--- config.mk ---
export PLATFORM = sky130hd
export DESIGN_NAME = crs_back
export DESIGN_NICKNAME = d
export VERILOG_FILES = /design/src/sv/crs_pkg.sv /design/src/sv/crs_back.sv
export SDC_FILE = /design/constraint.sdc
export NUM_CORES = 2
export LEC_CHECK = 0
export BUFFER_PORTS_ARGS = -buffer_cell sky130_fd_sc_hd__buf_2
export CAP_MARGIN = 10
export CORE_MARGIN = 5
export CORE_UTILIZATION = 60
export CTS_CLUSTER_DIAMETER = 150
export DETAILED_ROUTE_END_ITERATION = 10
export PLACE_DENSITY = 0.81
export RECOVER_POWER = 25
export SLEW_MARGIN = 5
export SYNTH_ARGS = -nofsm -noshare
export SYNTH_HDL_FRONTEND = slang
export SYNTH_SLANG_ARGS = --single-unit
--- constraint.sdc ---
create_clock -name clk -period 19.25 [get_ports clk]
set_input_delay 2.8875 -clock clk [delete_from_list [all_inputs] [get_ports clk]]
set_output_delay 2.8875 -clock clk [all_outputs]
set_load 0.01 [all_outputs]
--- src/sv/crs_pkg.sv ---
// Shared types and constants of the Catmull-Rom segment sampler.
package crs_pkg;

  localparam int NW = 48;
  localparam int DW = 18;
  localparam int SW = 6;
  localparam int OW = 25;
  localparam int NUM_TERMS = 8;

  localparam logic [SW-1:0] MAX_ROOT  = 6'd49;
  localparam logic [SW-1:0] MIN_STEPS = 6'd2;

  localparam logic signed [NW-1:0] OUT_MAX = 48'sd16777215;
  localparam logic signed [NW-1:0] OUT_MIN = -48'sd16777216;

  typedef struct packed {
    logic signed [NW-1:0] q;
    logic [DW-1:0]        r;
  } term_t;

  typedef struct packed {
    term_t f;
    term_t d1;
    term_t d2;
    term_t d3;
  } coord_t;

  typedef struct packed {
    coord_t        x;
    coord_t        y;
    logic [DW-1:0] den;
    logic [SW-1:0] steps;
  } seg_t;

endpackage

--- src/sv/crs_back.sv ---
// Back end: steps the forward differences and emits one sample a cycle while out is not stalled.
module crs_back (
  input  logic                          clk,
  input  logic                          rst,
  input  logic                          q_empty,
  input  crs_pkg::seg_t                 q_data,
  output logic                          q_pop,
  output logic                          out_valid,
  input  logic                          out_stall,
  output logic signed [crs_pkg::OW-1:0] point_x,
  output logic signed [crs_pkg::OW-1:0] point_y,
  output logic                          last
);

  crs_pkg::coord_t        cx, cy;
  logic [crs_pkg::DW-1:0] den;
  logic [crs_pkg::SW-1:0] steps;
  logic [crs_pkg::SW-1:0] idx;
  logic                   busy;
  logic                   adv;

  function automatic crs_pkg::term_t add_term(input crs_pkg::term_t v,
                                              input crs_pkg::term_t d,
                                              input logic [crs_pkg::DW-1:0] dv);
    crs_pkg::term_t       o;
    logic [crs_pkg::DW:0] rsum;
    rsum = {1'b0, v.r} + {1'b0, d.r};
    if (rsum >= {1'b0, dv}) begin
      o.r = crs_pkg::DW'(rsum - {1'b0, dv});
      o.q = v.q + d.q + crs_pkg::NW'(1);
    end else begin
      o.r = rsum[crs_pkg::DW-1:0];
      o.q = v.q + d.q;
    end
    return o;
  endfunction

  function automatic crs_pkg::coord_t advance(input crs_pkg::coord_t c,
                                              input logic [crs_pkg::DW-1:0] dv);
    crs_pkg::coord_t o;
    o.f  = add_term(c.f, c.d1, dv);
    o.d1 = add_term(c.d1, c.d2, dv);
    o.d2 = add_term(c.d2, c.d3, dv);
    o.d3 = c.d3;
    return o;
  endfunction

  function automatic logic signed [crs_pkg::OW-1:0] sat(input logic signed [crs_pkg::NW-1:0] v);
    if (v > crs_pkg::OUT_MAX) return crs_pkg::OW'(crs_pkg::OUT_MAX);
    if (v < crs_pkg::OUT_MIN) return crs_pkg::OW'(crs_pkg::OUT_MIN);
    return crs_pkg::OW'(v);
  endfunction

  assign q_pop = !busy && !q_empty;
  assign adv   = busy && (!out_valid || !out_stall);

  always_ff @(posedge clk) begin
    if (rst) begin
      busy      <= 1'b0;
      out_valid <= 1'b0;
    end else begin
      if (q_pop) busy <= 1'b1;
      else if (adv && idx == steps) busy <= 1'b0;
      if (adv) out_valid <= 1'b1;
      else if (!out_stall) out_valid <= 1'b0;
    end
  end

  always_ff @(posedge clk) begin
    if (q_pop) begin
      cx    <= q_data.x;
      cy    <= q_data.y;
      den   <= q_data.den;
      steps <= q_data.steps;
      idx   <= '0;
    end else if (adv) begin
      point_x <= sat(cx.f.q);
      point_y <= sat(cy.f.q);
      last    <= (idx == steps);
      cx      <= advance(cx, den);
      cy      <= advance(cy, den);
      idx     <= idx + crs_pkg::SW'(1);
    end
  end

  a_idx_range: assert property (@(posedge clk) disable iff (rst)
    busy |-> idx <= steps) else $error("sample index past step count");
  a_end_seg: assert property (@(posedge clk) disable iff (rst)
    (adv && idx == steps) |=> !busy && last) else $error("segment did not close");
  a_load: assert property (@(posedge clk) disable iff (rst)
    q_pop |=> busy && idx == '0) else $error("load lost");

endmodule

Yosys cells after proc, flatten, opt, wreduce, memory -nomap -nowiden
Cells that the tools add are included.
{"block": "classes", "eq_ne": 2, "addsub": 25, "n_lt_le_gt_ge": 10, "muxes": 36, "reduce_logical": 11, "n_bitwise": 1}
{"op": "2-to-1 mux 264 bit", "n": 4}
{"op": "2-to-1 mux 66 bit", "n": 6}
{"op": "adder 48 x 2 -> 48 bit, second input constant", "n": 6}
{"op": "adder 48 bit", "n": 6}
{"op": "2-to-1 mux 25 bit", "n": 8}
{"op": "adder 18 x 18 -> 19 bit", "n": 6}
{"op": ">= comparator 19 x 18 -> 1 bit", "n": 6}
{"op": "subtractor 18 bit", "n": 6}
{"op": "> comparator 48 x 25 -> 1 bit, second input constant", "n": 2}
{"op": "less-than comparator 48 x 25 -> 1 bit, second input constant", "n": 2}
{"op": "2-to-1 mux 1 bit", "n": 18}
{"op": "adder 6 x 1 -> 6 bit, second input constant", "n": 1}
{"op": "equality test 6 bit", "n": 1}
{"op": "logical NOT 1 bit", "n": 4}
{"op": "nonzero test 2 bit", "n": 2}
{"op": "logical AND 1 bit", "n": 3}
{"op": "!= test 2 x 1 -> 1 bit, second input constant", "n": 1}
{"op": "AND reduction 2 bit", "n": 1}
{"op": "logical OR 1 bit", "n": 1}
{"op": "inverter 1 bit", "n": 1}
{"block": "word_totals", "input_bits": 556, "reg_bits": 611, "out_inout_bits": 53, "wordCells": 109}

Longest topological paths before layout
{"block": "depth", "word_depth": 10, "mapped_depth": 27, "ltp_nobuf": 26}

Least setup slack after synthesis
No wires, ideal clock.
{"block": "synth_timing", "path_type": "input -> register", "startpoint": "input q_empty", "endpoint": "register cx[100] (netlist bit) (enable)", "setup_time_ns": 2.917, "n_path_buf": 4, "setup_slack_ns": 5.968, "arrival_ns": 10.365, "cell_stages": 6, "path_cell_list": "or2_2 clkbuf_1 clkbuf_1 clkbuf_1 buf_1 nand2_1"}
{"block": "synth_via", "elab_chain_cells": 3}
{"item": "from (decl)", "line_no": "crs_back.sv:5", "text": "input logic q_empty,"}
{"item": "logical NOT 1 bit", "line_no": "crs_back.sv:54", "text": "assign q_pop = !busy && !q_empty;"}
{"item": "logical AND 1 bit", "line_no": "crs_back.sv:54"}
{"item": "nonzero test 2 bit (no source line)"}
{"item": "to (signal assigned)", "line_no": "crs_back.sv:71", "text": "cx <= q_data.x;"}
{"item": "to (signal assigned)", "line_no": "crs_back.sv:80", "text": "cx <= advance(cx, den);"}
{"item": "to (decl)", "line_no": "crs_back.sv:15", "text": "crs_pkg::coord_t cx, cy;"}
No other way between the ends.
A chain may end at the register's enable or synchronous reset.

Worst setup path in the final report
{"block": "layout_timing", "startpoint": "input q_empty", "endpoint": "output q_pop"}
{"block": "layout_via", "elab_chain_cells": 2}
{"item": "logical NOT 1 bit", "line_no": "crs_back.sv:54"}
{"item": "logical AND 1 bit", "line_no": "crs_back.sv:54"}
{"item": "to (decl)", "line_no": "crs_back.sv:7", "text": "output logic q_pop,"}
No other way between the ends.

==> results.py <==
metrics = {
    "yosys": {
        "yosys.area_share.simple_pct": 21.4,
        "synth.most_common_cell": "nand2_1",
        "synthTopCellsByArea": "edfxtp_1, ha_1, xnor2_1",
        "synth_area_per_cell_sq_um": 8.40,
        "synth_xor_area_share_pct": 9.33,
        "yosys_warnings": 0,
        "synth_top_family_by_area": "compound AO/OA/AOI/OAI gates",
        "synth_common_cells": "nand2_1, a21oi_1, edfxtp_1",
        "ys.flop_type": "edfxtp_1",
        "synth_largest_area_cell": "edfxtp_1",
        "syn_inst": 6972,
        "seq_area_frac_synth_pct": 31.2,
        "synth-compound-area-share_pct": 22.8,
        "synthAdderAreaFrac_pct": 11.4,
        "synth-edff-count": 603,
        "yosys.area.top_type_share_pct": 30.9,
        "muxShareOfSynthArea_pct": 0.677,
        "ys_async_sr_fraction_pct": 0,
        "syn-cell-area_sq_mm": 0.0586,
        "synth-seq-cells": 611,
        "syn_nets": 8051,
        "ys_types": 101,
    },
    "routing": {
        "viasPerCell": 6.51,
        "final_antenna_net_count": 0,
        "drt_iter0_markers": 6549,
        "first_pass_iters": 6,
        "routedWlPerCell_um": 23.0,
        "drc": 0,
        "vias": 57100,
        "wirelength_mm": 201,
    },
    "setup_path": {
        "critPathKind": "input port to primary output",
        "worstPathMaxFanout": 60,
        "end_kind": "primary output",
        "required_ns": 16.36,
        "startpoint_type": "input port",
        "crit_arrival_ns": 8.47,
    },
    "timing": {
        "hold_viol_final": 0,
        "setup_tns_ns": 0,
        "period_share_pct": 59.0,
        "setup_viol": 0,
        "tightest_slew_ns": 3.26,
        "maxSlewHeadroom_pct": -119,
        "rsz0062_at_grt": "no",
        "clock.fmax_ghz": 0.0881,
        "skew_ns": 0.0324,
        "drv_slew": 245,
        "period_needed_ns": 11.36,
    },
    "run": {
        "drv_cap": 6,
    },
    "status": {
        "status": "complete, but fails checks",
        "violations": "max-capacitance violations, max-slew violations",
    },
    "floorplanning": {
        "die_w_um": 322,
        "pin_count": 609,
        "initial_core_util_pct": 60.5,
        "rows": 114,
        "core_region_area_sq_mm": 0.0969,
        "dieArea_sq_mm": 0.104,
        "die_y_um": 322,
    },
    "clocking": {
        "postCtsSetupBuffers": 0,
        "cts_buffer_depth": 3,
        "clock-sinks": 611,
        "htreeDepth": 3,
        "tritoncts": "yes",
        "cts_buffers": 76,
        "cts.repair.resized": 0,
        "clkLatencyLatePin_ns": 0.68,
        "cts.clk_slew.worst_paths_ns": 0.05,
        "cts_hold_buffers": 0,
        "cts_root_buffer": "clkbuf_16",
    },
    "finish": {
        "syn_to_final_growth_pct": 11.0,
        "fillCellCount": 8206,
        "fin_nets": 8501,
        "drive_gt1_share_pct": 10.8,
    },
    "placed_design": {
        "hpwl_mm": 157,
        "place.gp.congestion": 0.982,
        "port_buffers": 608,
    },
    "global_routing": {
        "grt_usage_pct": 36.8,
        "antenna_found_initial": 19,
        "grt_max_degree": 247,
        "grt_overflow_total": 0,
        "grt_pass1_vias": 52800,
        "grt_pass1_wl_mm": 301,
    },
    "hold_path": {
        "hp-class": "flop to flop",
    },
}
## cell type report
type | count | area [sq um] | share of cell area [%]
repair buffers | 646 | 3300 | 5.08
flip-flops and latches | 611 | 18300 | 28.1
clock inverters | 49 | 531 | 0.816
inverters | 208 | 782 | 1.20
well taps | 1276 | 1600 | 2.46
diodes | 15 | 37.5 | 0.0577
clock buffers | 85 | 2000 | 3.07
multi-input cells | 5879 | 38500 | 59.2
## sequential cells by signal, summed over array words and instances, names as in the netlist, 6 cells and up
register,flops
point_y,25
point_x,25
idx,6
cx,264
den,18
steps,6
cy,264
## stage by stage
step | setup WS [ns] | instance area [sq um] | util [%] | cells | hold WS [ns]
after floorplan | 5.97 | 58600 | - | 6972 | 0.470
after global placement | 12.21 | 62600 | 64.6 | 8620 | 0.491
after detailed placement | 12.07 | 62600 | 64.6 | 8620 | 0.495
after CTS | 12.01 | 65100 | 67.2 | 8754 | 0.506
after global routing | 7.53 | 65000 | 67.1 | 8761 | 0.541
final | 7.89 | 65000 | 67.1 | 8769 | 0.517
## layout by cell type (no fill, tap or decap), types with 68 or more instances in the layout
cell	instances
xnor2_1	392
ha_1	505
nand4_1	128
o21bai_1	85
a31oi_1	88
a21o_1	267
nand2_1	797
nand2b_1	68
nor2_1	559
and2_1	187
nand3_1	198
nor3_1	154
and3_1	83
o21ai_0	508
o21a_1	72
edfxtp_1	603
a21oi_1	653
nor4_1	73
buf_2	556
inv_1	207
clkbuf_16	79
xor2_1	232
## critical path, stage by stage
cell and delay, ns:
buf_2 0.08, or2_2 0.09, clkbuf_1 1.94, clkinvlp_2 2.73, buf_2 0.65
## routing by layer
metal / track usage [%] / vias up / part of all wire (%)
met1: 52.1 / 26900 / 42
met2: 56.0 / 2971 / 43
met5: 0 / - / 0.032
met3: 6.85 / 443 / 11
met4: 14.9 / 12 / 4.7
li1: - / 26800 / -
## worst paths after layout
kind                        from                  end  slack, ns  cells past startpoint
min          idx[1]$_SDFFE_PP0P_  idx[1]$_SDFFE_PP0P_       0.52                      2
max reg2reg    busy$_SDFFE_PP0P_    cx[255]$_DFFE_PP_      11.71                      7
max                      q_empty                q_pop       7.89                      5
min reg2reg  idx[1]$_SDFFE_PP0P_  idx[1]$_SDFFE_PP0P_       0.52                      2
## logic make-up (layout without fill, tap and decap cells)
family          Yosys count  in the layout
other cells               0             15
compound gates         2125           2125
simple gates           2569           2569
mux                      38             38
xor+xnor                624            624
flops                   611            611
buf+inv                 482            988
fa+ha+maj               523            523
Power is not shown: default switching activity piles up to over one toggle a cycle in this logic, so the estimate is an artifact.
