--- config.mk ---
export PLATFORM = sky130hd
export DESIGN_NAME = crs_fifo
export DESIGN_NICKNAME = d
export VERILOG_FILES = /design/src/sv/crs_pkg.sv /design/src/sv/crs_fifo.sv
export SDC_FILE = /design/constraint.sdc
export NUM_CORES = 1
export LEC_CHECK = 0
export BUFFER_PORTS_ARGS = -buffer_cell sky130_fd_sc_hd__buf_4
export CORE_AREA = 2 2 436 438
export DETAILED_ROUTE_END_ITERATION = 6
export DIE_AREA = 0 0 438 440
export PLACE_DENSITY = 0.36
export SYNTH_ARGS = -nofsm -noshare
export SYNTH_HDL_FRONTEND = slang
export SYNTH_SLANG_ARGS = --single-unit
--- constraint.sdc ---
create_clock -name clk -period 64.5 [get_ports clk]
set_input_delay 12.9 -clock clk [delete_from_list [all_inputs] [get_ports clk]]
set_output_delay 12.9 -clock clk [all_outputs]
set_load 0.01 [all_outputs]
--- src/sv/crs_pkg.sv ---
// Shared types and constants of the Catmull-Rom segment sampler.
package crs_pkg;

  localparam int NW = 48;
  localparam int DW = 18;
  localparam int SW = 6;
  localparam int OW = 25;
  localparam int NUM_TERMS = 8;

  localparam logic [SW-1:0] MAX_ROOT  = 6'd49;
  localparam logic [SW-1:0] MIN_STEPS = 6'd2;

  localparam logic signed [NW-1:0] OUT_MAX = 48'sd16777215;
  localparam logic signed [NW-1:0] OUT_MIN = -48'sd16777216;

  typedef struct packed {
    logic signed [NW-1:0] q;
    logic [DW-1:0]        r;
  } term_t;

  typedef struct packed {
    term_t f;
    term_t d1;
    term_t d2;
    term_t d3;
  } coord_t;

  typedef struct packed {
    coord_t        x;
    coord_t        y;
    logic [DW-1:0] den;
    logic [SW-1:0] steps;
  } seg_t;

endpackage

--- src/sv/crs_fifo.sv ---
// Segment queue between front and back ends.
module crs_fifo #(
  parameter int DEPTH = 2
) (
  input  logic          clk,
  input  logic          rst,
  input  logic          push,
  input  crs_pkg::seg_t wdata,
  input  logic          pop,
  output crs_pkg::seg_t rdata,
  output logic          full,
  output logic          empty
);

  localparam int AW = (DEPTH > 1) ? $clog2(DEPTH) : 1;

  crs_pkg::seg_t     mem [DEPTH];
  logic [AW-1:0]     wptr, rptr;
  logic [AW:0]       count;

  assign full  = (count == (AW+1)'(DEPTH));
  assign empty = (count == '0);
  assign rdata = mem[rptr];

  always_ff @(posedge clk) begin
    if (rst) begin
      wptr  <= '0;
      rptr  <= '0;
      count <= '0;
    end else begin
      if (push) wptr <= (wptr == AW'(DEPTH - 1)) ? '0 : wptr + AW'(1);
      if (pop)  rptr <= (rptr == AW'(DEPTH - 1)) ? '0 : rptr + AW'(1);
      count <= count + (AW+1)'(push) - (AW+1)'(pop);
    end
  end

  always_ff @(posedge clk) begin
    if (push) mem[wptr] <= wdata;
  end

endmodule

Word-level counts from Yosys, hierarchy flattened
Memories as Yosys holds them, arrays and structs flattened. A register that Yosys moved wholly into a read port is not among the register bits. Cells that the tools add are included.

$add $sub $neg: 4. Eq/ne operators: 1. Multiplexer cells: 6. Reduce and logical (&&, ||, !) cells: 1.

Operator list (count): 1-bit two-way mux (6); 1-bit adder, second input constant (2); 2-bit by 1-bit adder with 2-bit output (1); 2-bit equality test, second input constant (1); 2-bit logical NOT (1); 2-bit by 1-bit subtractor with 2-bit output (1).

Flip-flop bits (word level): 4. Bits in writable memories: 1104. Input bits: 556. Word-level logic and storage cells: 16. Memories kept: 1.

Memory list: mem (words 2, width 552, read ports 1, clocked after Yosys merged registers in 1, wr ports 1, RTL line crs_fifo.sv:17) `crs_pkg::seg_t mem [DEPTH];`.

Depth between registers and ports, before layout
Gate-level depths: netlist of run 1.

Depth in word-level cells: 4. Depth in mapped cells: 6. Depth with buffers taken out: 6.

Worst setup path after synthesis of run 1
OpenSTA, ideal clock, no wires.

Path type: input to register. Start point: input port push. End point: memory mem[0][0] (netlist bit) (enable). Library setup time: 1547 ps. Arrival time: 36559 ps. Required time: 62953 ps. Path slack: 26394 ps. Cell stages on the path: 1. Buffers on the path: 0. Cell sequence: nor2b_1.

Cells in the longest elaborated chain, start to end: 2.

Ends and longest elaborated chain: from (decl) (RTL line crs_fifo.sv:7) `input logic push,`; 1-bit two-way mux (RTL line crs_fifo.sv:38) `if (push) mem[wptr] <= wdata;`; 1-bit two-way mux (not written as such) (RTL line crs_fifo.sv:38); to (decl) (RTL line crs_fifo.sv:17).

Every way passes these cells.

==> results of run 1 <==
[cell families after synthesis]
group,after synthesis,share of synthesized area
flops,1109,0.8296
mux,552,0.1551
buf+inv,63,0.01264
simple gates,9,0.001093
xor+xnor,3,0.0009989
fa+ha+maj,2,0.0006242
[routing by layer]
layer,vias up,global-route usage,wire length [um]
li1,9441,-,-
met1,10950,0.1368,47020
met2,773,0.2425,72630
met3,252,0.05413,11110
met4,32,0.06557,5530
met5,-,0,195
[worst register-to-register path, cell delays in order (launching register included)]
cell	delay, ns
dfxtp_1	0.35
nor2b_4	0.70
buf_4	0.79
buf_4	0.90
buf_4	0.84
buf_4	0.83
[state kept, by name (all words and copies together) (netlist names), named ones only]
| name | cells |
|---|---|
| rptr | 1 |
| count | 2 |
| mem | 1104 |
| wptr | 1 |
[cell usage in the layout (no fill, tap or decap), types with 4 or more instances in the layout]
cell type   netlist  final
buf_4             0   1130
clkinvlp_4        0      6
clkinv_2          0     17
nor2_1            5      5
diode_2           0     27
clkbuf_16         0    134
bufinv_16         0      5
inv_6             0      6
mux2_1           49     49
mux2_2          503    503
clkinv_8          0      6
clkinv_1          0     24
dfxtp_1           5      4
edfxtp_1       1104   1104
clkbuf_1          0     37
[through the flow]
| stage | power, W | area (sq um) | worst slack, ns | cells |
|---|---|---|---|---|
| after floorplan | 0.0009956 | 40080 | 26.39 | 1738 |
| after global placement | 0.001092 | 51260 | 46.55 | 5320 |
| after detailed placement | 0.001095 | 51260 | 46.36 | 5320 |
| after CTS | 0.001815 | 55360 | 45.51 | 5560 |
| after global routing | 0.001853 | 55420 | 45.26 | 5583 |
| final | 0.001779 | 55430 | 45.75 | 5587 |
[final timing paths]
check	start	endpoint	slack (ns)
worst max register to register	wptr$_SDFFE_PP0P_	mem[0][288]$_DFFE_PP_	59.62
worst min-delay path	rptr$_SDFFE_PP0P_	rptr$_SDFFE_PP0P_	0.52
worst min register to register	rptr$_SDFFE_PP0P_	rptr$_SDFFE_PP0P_	0.52
worst max-delay path	register	rdata[304]	45.75
[cell type report]
class	count	area, sq um	area share
Sequential cell	1109	33260	0.5999
Multi-Input combinational cell	566	6335	0.1143
Inverter	2	7.507	0.0001354
Clock buffer	171	3492	0.06300
Tap cell	2511	3142	0.05668
Timing Repair Buffer	1132	8523	0.1538
Antenna cell	27	67.56	0.001219
Clock inverter	69	608.1	0.01097
[power by group through the flow]
| stage | Clock [W] | Combinational, W | Sequential (W) |
|---|---|---|---|
| floorplan | 0 | 0.0000972 | 0.000898 |
| global placement | 0 | 0.000221 | 0.000870 |
| detailed placement | 0 | 0.000224 | 0.000872 |
| CTS | 0.000733 | 0.000225 | 0.000857 |
| global route | 0.000760 | 0.000233 | 0.000860 |
| finish | 0.000705 | 0.000218 | 0.000856 |
==> results.sh, run 1 <==
export IMPL_grt_pass1_vias=23250
export IMPL_cts_sinks=1109
export IMPL_die_x_um=438
export IMPL_cp_depth=6
export IMPL_crit_path_frequent_cell="buf_4"
export IMPL_tightest_slew_ns=1.101
export IMPL_p_int_w=0.001356
export IMPL_cts_root_buf="clkbuf_16"
export IMPL_routedWlPerCell_um=24.43
export IMPL_clock_latency_ns=0.75
export IMPL_fin_tns_setup_ns=0
export IMPL_pwr_density_cell_nw_per_um2=32.10
export IMPL_drive_above_1_share=0.5959
export IMPL_switching_share=0.2381
export IMPL_io_pins=1110
export IMPL_synth_net_count=2296
export IMPL_core_sq_um=188600
export IMPL_detailed_place_hpwl_mm=102.3
export IMPL_yosys_area_top_type_share=0.8271
export IMPL_fin_skew_ns=0.01980
export IMPL_p_seq_frac=0.481
export IMPL_grt_pass1_wl_mm=181.1
export IMPL_fillers=18860
export IMPL_synth_avg_cell_area_sq_um=23.06
export IMPL_rsz0062_at_grt="no"
export IMPL_cts_buffer_depth=3
export IMPL_synth_seq_area_share=0.8296
export IMPL_crit_family="buffers and inverters"
export IMPL_dr_pass1_iters=5
export IMPL_power_share_clock=0.396
export IMPL_fin_crit_sh=0.2908
export IMPL_nNetsFinal=3503
export IMPL_initial_core_util=0.2126
export IMPL_antenna_found_initial=53
export IMPL_grt_start_max_net_pins=136
export IMPL_hold_path_class="register to register"
export IMPL_numCtsBuffers=134
export IMPL_maxCapViolations=0
export IMPL_synth_seq_cells=1109
export IMPL_via_count=21450
export IMPL_crit_slowest_cell="dfxtp_4"
export IMPL_switchingPower_w=0.0004236
export IMPL_port_buffers=1109
export IMPL_synth_common_cells="edfxtp_1, mux2_2, mux2_1"
export IMPL_routed_wl_mm=136.5
export IMPL_crit_buf_inv=5
export IMPL_hold_violations=0
export IMPL_p_comb_frac=0.123
export IMPL_fp_dieH_um=440
export IMPL_cts_hold_buf=0
export IMPL_syn_area_sq_um=40080
export IMPL_worst_r2r_path_depth=5
export IMPL_grt_overflow=0
export IMPL_setup_viol=0
export IMPL_globalplace_congestion=0.8831
export IMPL_yosysMostFrequentCell="edfxtp_1"
export IMPL_fp_dieArea_sq_um=192700
export IMPL_synth_enable_flop_cells=1104
export IMPL_final_util=0.2939
export IMPL_ys_types=13
export IMPL_leakage_nw=19.97
export IMPL_areaGrowthSynthToFinish_pct=38.29
export IMPL_cp_required_ns=51.60
export IMPL_worstPathCellList="buf_4, buf_4, buf_4, buf_4, mux2_2, buf_4"
export IMPL_cpPeakStageDelay_ns=1.02
export IMPL_grt_usage=0.1357
export IMPL_synthArstFlopShare=0
export IMPL_endpoint_kind="primary output"
export IMPL_ys_flop_type="edfxtp_1"
export IMPL_path_max_fanout=81
export IMPL_clk_pin_slew_worst_paths_ns=0.05
export IMPL_ir_worst_vdd_mv=0.01809
export IMPL_synth_warnings=0
export IMPL_yosysTopAreaCell="edfxtp_1"
export IMPL_holdWs_ns=0.5238
export IMPL_report_final_slew_viol_count=0
export IMPL_startpoint_type="register"
export IMPL_row_count=160
export IMPL_slew_headroom=0.2658
export IMPL_outcome="complete, no violations"
export IMPL_h_tree_depth=4
export IMPL_syn_inst=1738
export IMPL_drcViolationCount=0
export IMPL_min_period_ns=18.75
export IMPL_dr_first_iter_drc_count=1094
export IMPL_hold_path_depth=2
export IMPL_cts_resized_gates=0
export IMPL_crit_arrival_ns=5.85
export IMPL_path_class="register to primary output"
export IMPL_antenna_left=0
export IMPL_synth_area_leaders="edfxtp_1, mux2_2, mux2_1, buf_6, buf_2"
export IMPL_fmax_mhz=53.32
export IMPL_cts_tree="built"
export IMPL_via_per_inst=3.839
export IMPL_post_cts_buffers=0
(Power assumes the default switching activity.)
==> run 2, diff against run 1 <==
--- a/config.mk
+++ b/config.mk
@@ -6,10 +6,10 @@
 export NUM_CORES = 1
 export LEC_CHECK = 0
 export BUFFER_PORTS_ARGS = -buffer_cell sky130_fd_sc_hd__buf_4
-export CORE_AREA = 2 2 436 438
+export CORE_AREA = 2 2 432 434
 export DETAILED_ROUTE_END_ITERATION = 6
-export DIE_AREA = 0 0 438 440
-export PLACE_DENSITY = 0.36
+export DIE_AREA = 0 0 434 436
+export PLACE_DENSITY = 0.38
 export SYNTH_ARGS = -nofsm -noshare
 export SYNTH_HDL_FRONTEND = slang
 export SYNTH_SLANG_ARGS = --single-unit
==> constraint.sdc (replaced) <==
create_clock -name clk -period 15.35 [get_ports clk]
set_input_delay 3.07 -clock clk [delete_from_list [all_inputs] [get_ports clk]]
set_output_delay 3.07 -clock clk [all_outputs]
set_load 0.01 [all_outputs]
==> run 2 against run 1 <==
Non-clock buffer count down 9. Power rose to 4.2 times the previous value. Clock power increased to 4.2 times the previous value. Combinational power rose to 4.3 times the previous value. Critical path depth down 2. Via count down 1.4%. Die area shrank 1.8%. Hold slack lost 0.012 ns. Cell count is 0.89% lower. Global-route usage fell by 0.065 points. Sequential power grew to 4.2 times the previous value. Critical endpoint is now rdata[541]. Largest power group unchanged. Highest routed layer unchanged.
==> results.sh, run 2 (synthesis gave the netlist of run 1 again) <==
export IMPL_final_common_cell="buf_4"
export IMPL_cts_hold_buf=0
export IMPL_endpoint_kind="primary output"
export IMPL_dr_pass1_iters=5
export IMPL_fillers=18500
export IMPL_grt_overflow=0
export IMPL_numCtsBuffers=137
export IMPL_detailed_place_hpwl_mm=94.45
export IMPL_clk_pin_slew_worst_paths_ns=0.05
export IMPL_fmax_mhz=142.6
export IMPL_cts_buffer_depth=3
export IMPL_fp_dieArea_sq_um=189200
export IMPL_cts_resized_gates=0
export IMPL_tightest_slew_ns=1.275
export IMPL_drive_above_1_share=0.5928
export IMPL_slew_headroom=0.1501
export IMPL_row_count=158
export IMPL_dr_first_iter_drc_count=942
export IMPL_startpoint_type="register"
export IMPL_core_sq_um=184600
export IMPL_ir_worst_vdd_mv=0.08928
export IMPL_cts_root_buf="clkbuf_16"
export IMPL_outcome="complete, no violations"
export IMPL_r2r_start="wptr$_SDFFE_PP0P_"
export IMPL_initial_core_util=0.2171
export IMPL_cts_tree="built"
export IMPL_antenna_found_initial=40
export IMPL_pwr_density_cell_nw_per_um2=135.4
export IMPL_total_power_w=0.007506
export IMPL_crit_arrival_ns=3.94
export IMPL_cts_sinks=1109
export IMPL_drcViolationCount=0
export IMPL_hold_violations=0
export IMPL_regMostFlops="mem"
export IMPL_fin_crit_sh=0.4570
export IMPL_h_tree_depth=4
export IMPL_hold_path_class="register to register"
export IMPL_grt_pass1_wl_mm=176.7
export IMPL_rsz0062_at_grt="no"
export IMPL_grt_pass1_vias=22050
export IMPL_fin_tns_setup_ns=0
export IMPL_via_per_inst=3.819
export IMPL_fp_dieH_um=436
export IMPL_leakage_nw=19.97
export IMPL_top_regs="mem x1104, count x2"
export IMPL_routedWlPerCell_um=23.95
export IMPL_globalplace_congestion=0.7854
export IMPL_min_period_ns=7.015
export IMPL_mostFrequentLayoutCells="buf_4, edfxtp_1, mux2_2, clkbuf_16, mux2_1"
export IMPL_largest_reg_flops=1104
export IMPL_via_count=21150
export IMPL_clock_latency_ns=0.77
export IMPL_report_final_slew_viol_count=0
export IMPL_setup_viol=0
export IMPL_port_buffers=1109
export IMPL_hold_start="rptr$_SDFFE_PP0P_"
export IMPL_path_class="register to primary output"
export IMPL_path_max_fanout=146
export IMPL_cp_required_ns=12.28
export IMPL_maxCapViolations=0
export IMPL_antenna_left=0
export IMPL_grt_start_max_net_pins=147
export IMPL_die_x_um=434
export IMPL_nNetsFinal=3497
export IMPL_areaGrowthSynthToFinish_pct=38.27
export IMPL_routed_wl_mm=132.6
export IMPL_fin_skew_ns=0.02480
export IMPL_post_cts_buffers=0
export IMPL_grt_usage=0.1350
export IMPL_io_pins=1110
==> run 2: cell types whose count changed in the layout (fill, tap and decap cells not counted), moves of 3 or more <==
cell / previous run / this run
clkinv_1: 24 / 33
clkinvlp_4: 6 / 3
clkbuf_16: 134 / 139
buf_12: 2 / 10
buf_4: 1130 / 1113
clkinv_2: 17 / 10
diode_2: 27 / 22
clkbuf_1: 37 / 32
==> run 2: cell type report <==
type	instances	area (sq um)	share of cell area
antenna	22	55.05	0.0009933
clock buffer	171	3598	0.06493
clock inverter	64	511.7	0.009234
inverter	2	7.507	0.0001355
multi-input combinational	566	6335	0.1143
sequential	1109	33260	0.6000
tap	2480	3103	0.05599
timing repair buffer	1123	8556	0.1544
==> run 2: through the flow <==
step / worst slack [ns] / instances / instance area (sq um) / hold WS [ns] / utilization
finish: 8.335 / 5537 / 55420 / 0.5114 / 0.3002
global route: 8.178 / 5526 / 55390 / 0.5568 / 0.3000
CTS: 8.287 / 5515 / 55370 / 0.5129 / 0.2999
detailed placement: 9.148 / 5280 / 51260 / 0.4968 / 0.2776
global placement: 9.124 / 5280 / 51260 / 0.4968 / 0.2776
floorplan: 3.606 / 1738 / 40090 / 0.4799 / -
==> run 2: per-layer routing <==
layer | vias up | global-route usage | part of all wire
met4 | 28 | 0.05371 | 0.033
met5 | - | 0 | 0.0014
met2 | 691 | 0.2400 | 0.53
met1 | 10770 | 0.1391 | 0.35
met3 | 223 | 0.05671 | 0.086
li1 | 9431 | - | -
==> run 2: final timing paths <==
path,endpoint,slack [ns],cells past startpoint
setup / recovery,rdata[541],8.34,4
hold / removal,register,0.51,2
setup reg to reg,mem[0][439]$_DFFE_PP_,12.17,3
hold reg to reg,register,0.51,2
==> run 2: critical path, cell delays in order, from the launching register on <==
cell	delay, ns
dfxtp_4	0.68
buf_12	0.58
buf_12	0.49
mux2_2	0.43
buf_4	0.17
==> run 2: power by group <==
group	switching, W	leakage [nW]	internal (W)
clock	0.00124	1.99	0.00175
sequential	0.0000382	10.4	0.00354
combinational	0.000485	7.57	0.000449
total	0.00176	20.0	0.00575
==> run 3, diff against run 2 <==
--- a/config.mk
+++ b/config.mk
@@ -6,10 +6,10 @@
 export NUM_CORES = 1
 export LEC_CHECK = 0
 export BUFFER_PORTS_ARGS = -buffer_cell sky130_fd_sc_hd__buf_4
-export CORE_AREA = 2 2 432 434
+export CORE_AREA = 2 2 436 438
 export DETAILED_ROUTE_END_ITERATION = 6
-export DIE_AREA = 0 0 434 436
-export PLACE_DENSITY = 0.38
+export DIE_AREA = 0 0 438 440
+export PLACE_DENSITY = 0.36
 export SYNTH_ARGS = -nofsm -noshare
 export SYNTH_HDL_FRONTEND = slang
 export SYNTH_SLANG_ARGS = --single-unit
==> constraint.sdc (replaced) <==
create_clock -name clk -period 7 [get_ports clk]
set_input_delay 1.4 -clock clk [delete_from_list [all_inputs] [get_ports clk]]
set_output_delay 1.4 -clock clk [all_outputs]
set_load 0.01 [all_outputs]
==> run 3 against run 2 <==
Hold slack improved by 0.013 ns. Sequential share of layout area shrank 0.40 points. Register-to-register slack got worse by 7.6 ns. Critical path depth is 1 lower. Flip-flop and latch count is the same. Largest power group unchanged. Design area is 0.68% higher. First-iteration DRC count up 10%. Routed wire length is 1.1% higher. Critical endpoint is now rdata[457]. Clock-buffer cell count is 4 lower.
==> results.sh, run 3 (synthesis gave the netlist of run 1 again) <==
export IMPL_outcome="complete, no violations"
export IMPL_cts_resized_gates=0
export IMPL_path_class="register to primary output"
export IMPL_fin_crit_sh=0.6481
export IMPL_cts_root_buf="clkbuf_16"
export IMPL_fillers=18810
export IMPL_antenna_found_initial=34
export IMPL_final_util=0.2959
export IMPL_grt_start_max_net_pins=155
export IMPL_drive_above_1_share=0.6005
export IMPL_h_tree_depth=4
export IMPL_top_regs="mem x1104, count x2"
export IMPL_regMostFlops="mem"
export IMPL_row_count=160
export IMPL_path_max_fanout=154
export IMPL_setup_viol=0
export IMPL_dp_cells=5320
export IMPL_cp_required_ns=5.60
export IMPL_pwr_density_cell_nw_per_um2=301.2
export IMPL_drcViolationCount=0
export IMPL_via_count=21400
export IMPL_leakage_nw=20.16
export IMPL_maxCapViolations=0
export IMPL_ir_worst_vdd_mv=0.1838
export IMPL_final_common_cell="buf_4"
export IMPL_dr_first_iter_drc_count=1039
export IMPL_endpoint_kind="primary output"
export IMPL_grt_overflow=0
export IMPL_antenna_left=0
export IMPL_post_cts_buffers=0
export IMPL_grt_pass1_vias=22810
export IMPL_placed_area_sq_um=51400
export IMPL_core_sq_um=188600
export IMPL_fin_cells=5576
export IMPL_die_x_um=438
export IMPL_startpoint_type="register"
export IMPL_grt_pass1_wl_mm=178.6
export IMPL_hold_path_class="register to register"
export IMPL_cts_tree="built"
export IMPL_slew_headroom=0.2548
export IMPL_cts_buffer_depth=3
export IMPL_areaGrowthSynthToFinish_pct=39.20
export IMPL_largest_reg_flops=1104
export IMPL_design_area_sq_um=55800
export IMPL_detailed_place_hpwl_mm=98.47
export IMPL_io_pins=1110
export IMPL_min_period_ns=4.537
export IMPL_mostFrequentLayoutCells="buf_4, edfxtp_1, mux2_2, clkbuf_16, mux2_1"
export IMPL_initial_core_util=0.2126
export IMPL_cts_sinks=1109
export IMPL_via_per_inst=3.838
export IMPL_hold_violations=0
export IMPL_clock_latency_ns=0.79
export IMPL_cts_hold_buf=0
export IMPL_nNetsFinal=3507
export IMPL_dr_pass1_iters=4
export IMPL_globalplace_congestion=0.9355
export IMPL_crit_arrival_ns=3.14
export IMPL_report_final_slew_viol_count=0
export IMPL_routed_wl_mm=134.1
export IMPL_fmax_mhz=220.4
export IMPL_numCtsBuffers=138
export IMPL_fp_dieArea_sq_um=192700
export IMPL_fp_dieH_um=440
export IMPL_rsz0062_at_grt="no"
export IMPL_holdWs_ns=0.5241
export IMPL_routedWlPerCell_um=24.05
export IMPL_fin_skew_ns=0.02673
export IMPL_grt_usage=0.1331
export IMPL_tightest_slew_ns=1.118
export IMPL_port_buffers=1109
export IMPL_clk_pin_slew_worst_paths_ns=0.05
## run 3: power by group
| part | internal [W] | total (W) | switching [W] |
|---|---|---|---|
| Combinational | 0.000992 | 0.00204 | 0.00105 |
| Clock | 0.00405 | 0.00690 | 0.00284 |
| Sequential | 0.00777 | 0.00787 | 0.0000987 |
| Total | 0.0128 | 0.0168 | 0.00399 |
## run 3: cell type report
cell class              count  area, sq um  share of cell area
repair buffers           1132         8661              0.1552
inverters                   2        7.507           0.0001345
clock buffers             167         3605             0.06460
flip-flops and latches   1109        33260              0.5960
diodes                     14        35.03           0.0006279
multi-input cells         566         6335              0.1135
clock inverters            75        757.0             0.01357
well taps                2511         3142             0.05631
## run 3: final timing paths
path / startpoint / endpoint / slack, ns / depth (start not counted)
worst max-delay path: register / rdata[457] / 2.46 / 3
worst min-delay path: rptr$_SDFFE_PP0P_ / rptr$_SDFFE_PP0P_ / 0.52 / 2
worst max register to register: wptr$_SDFFE_PP0P_ / mem[0][415]$_DFFE_PP_ / 4.54 / 3
worst min register to register: rptr$_SDFFE_PP0P_ / rptr$_SDFFE_PP0P_ / 0.52 / 2
## run 3: worst max-delay path, cell delays in order, from the launching register on
cell and delay (ns):
dfxtp_4 0.82, buf_12 0.65, mux2_2 0.44, buf_4 0.15
## run 3: through the flow
step / total power, W / setup WS, ns / TNS, ns
after detailed placement: 0.01010 / 3.235 / 0
after global routing: 0.01747 / 2.273 / 0
after global placement: 0.01008 / 3.240 / 0
final: 0.01681 / 2.463 / 0
after CTS: 0.01715 / 2.354 / 0
after floorplan: 0.008965 / -3.074 / -2587.01
## run 3: metal layers
layer  part of all wire  wire [um]  GRT usage  vias up
met4              0.034       4564    0.05239       32
met3              0.087      11700    0.05974      226
met2               0.53      70740     0.2376      749
met1               0.35      46910     0.1349    10970
met5             0.0015        204          0        -
li1                   -          -          -     9423
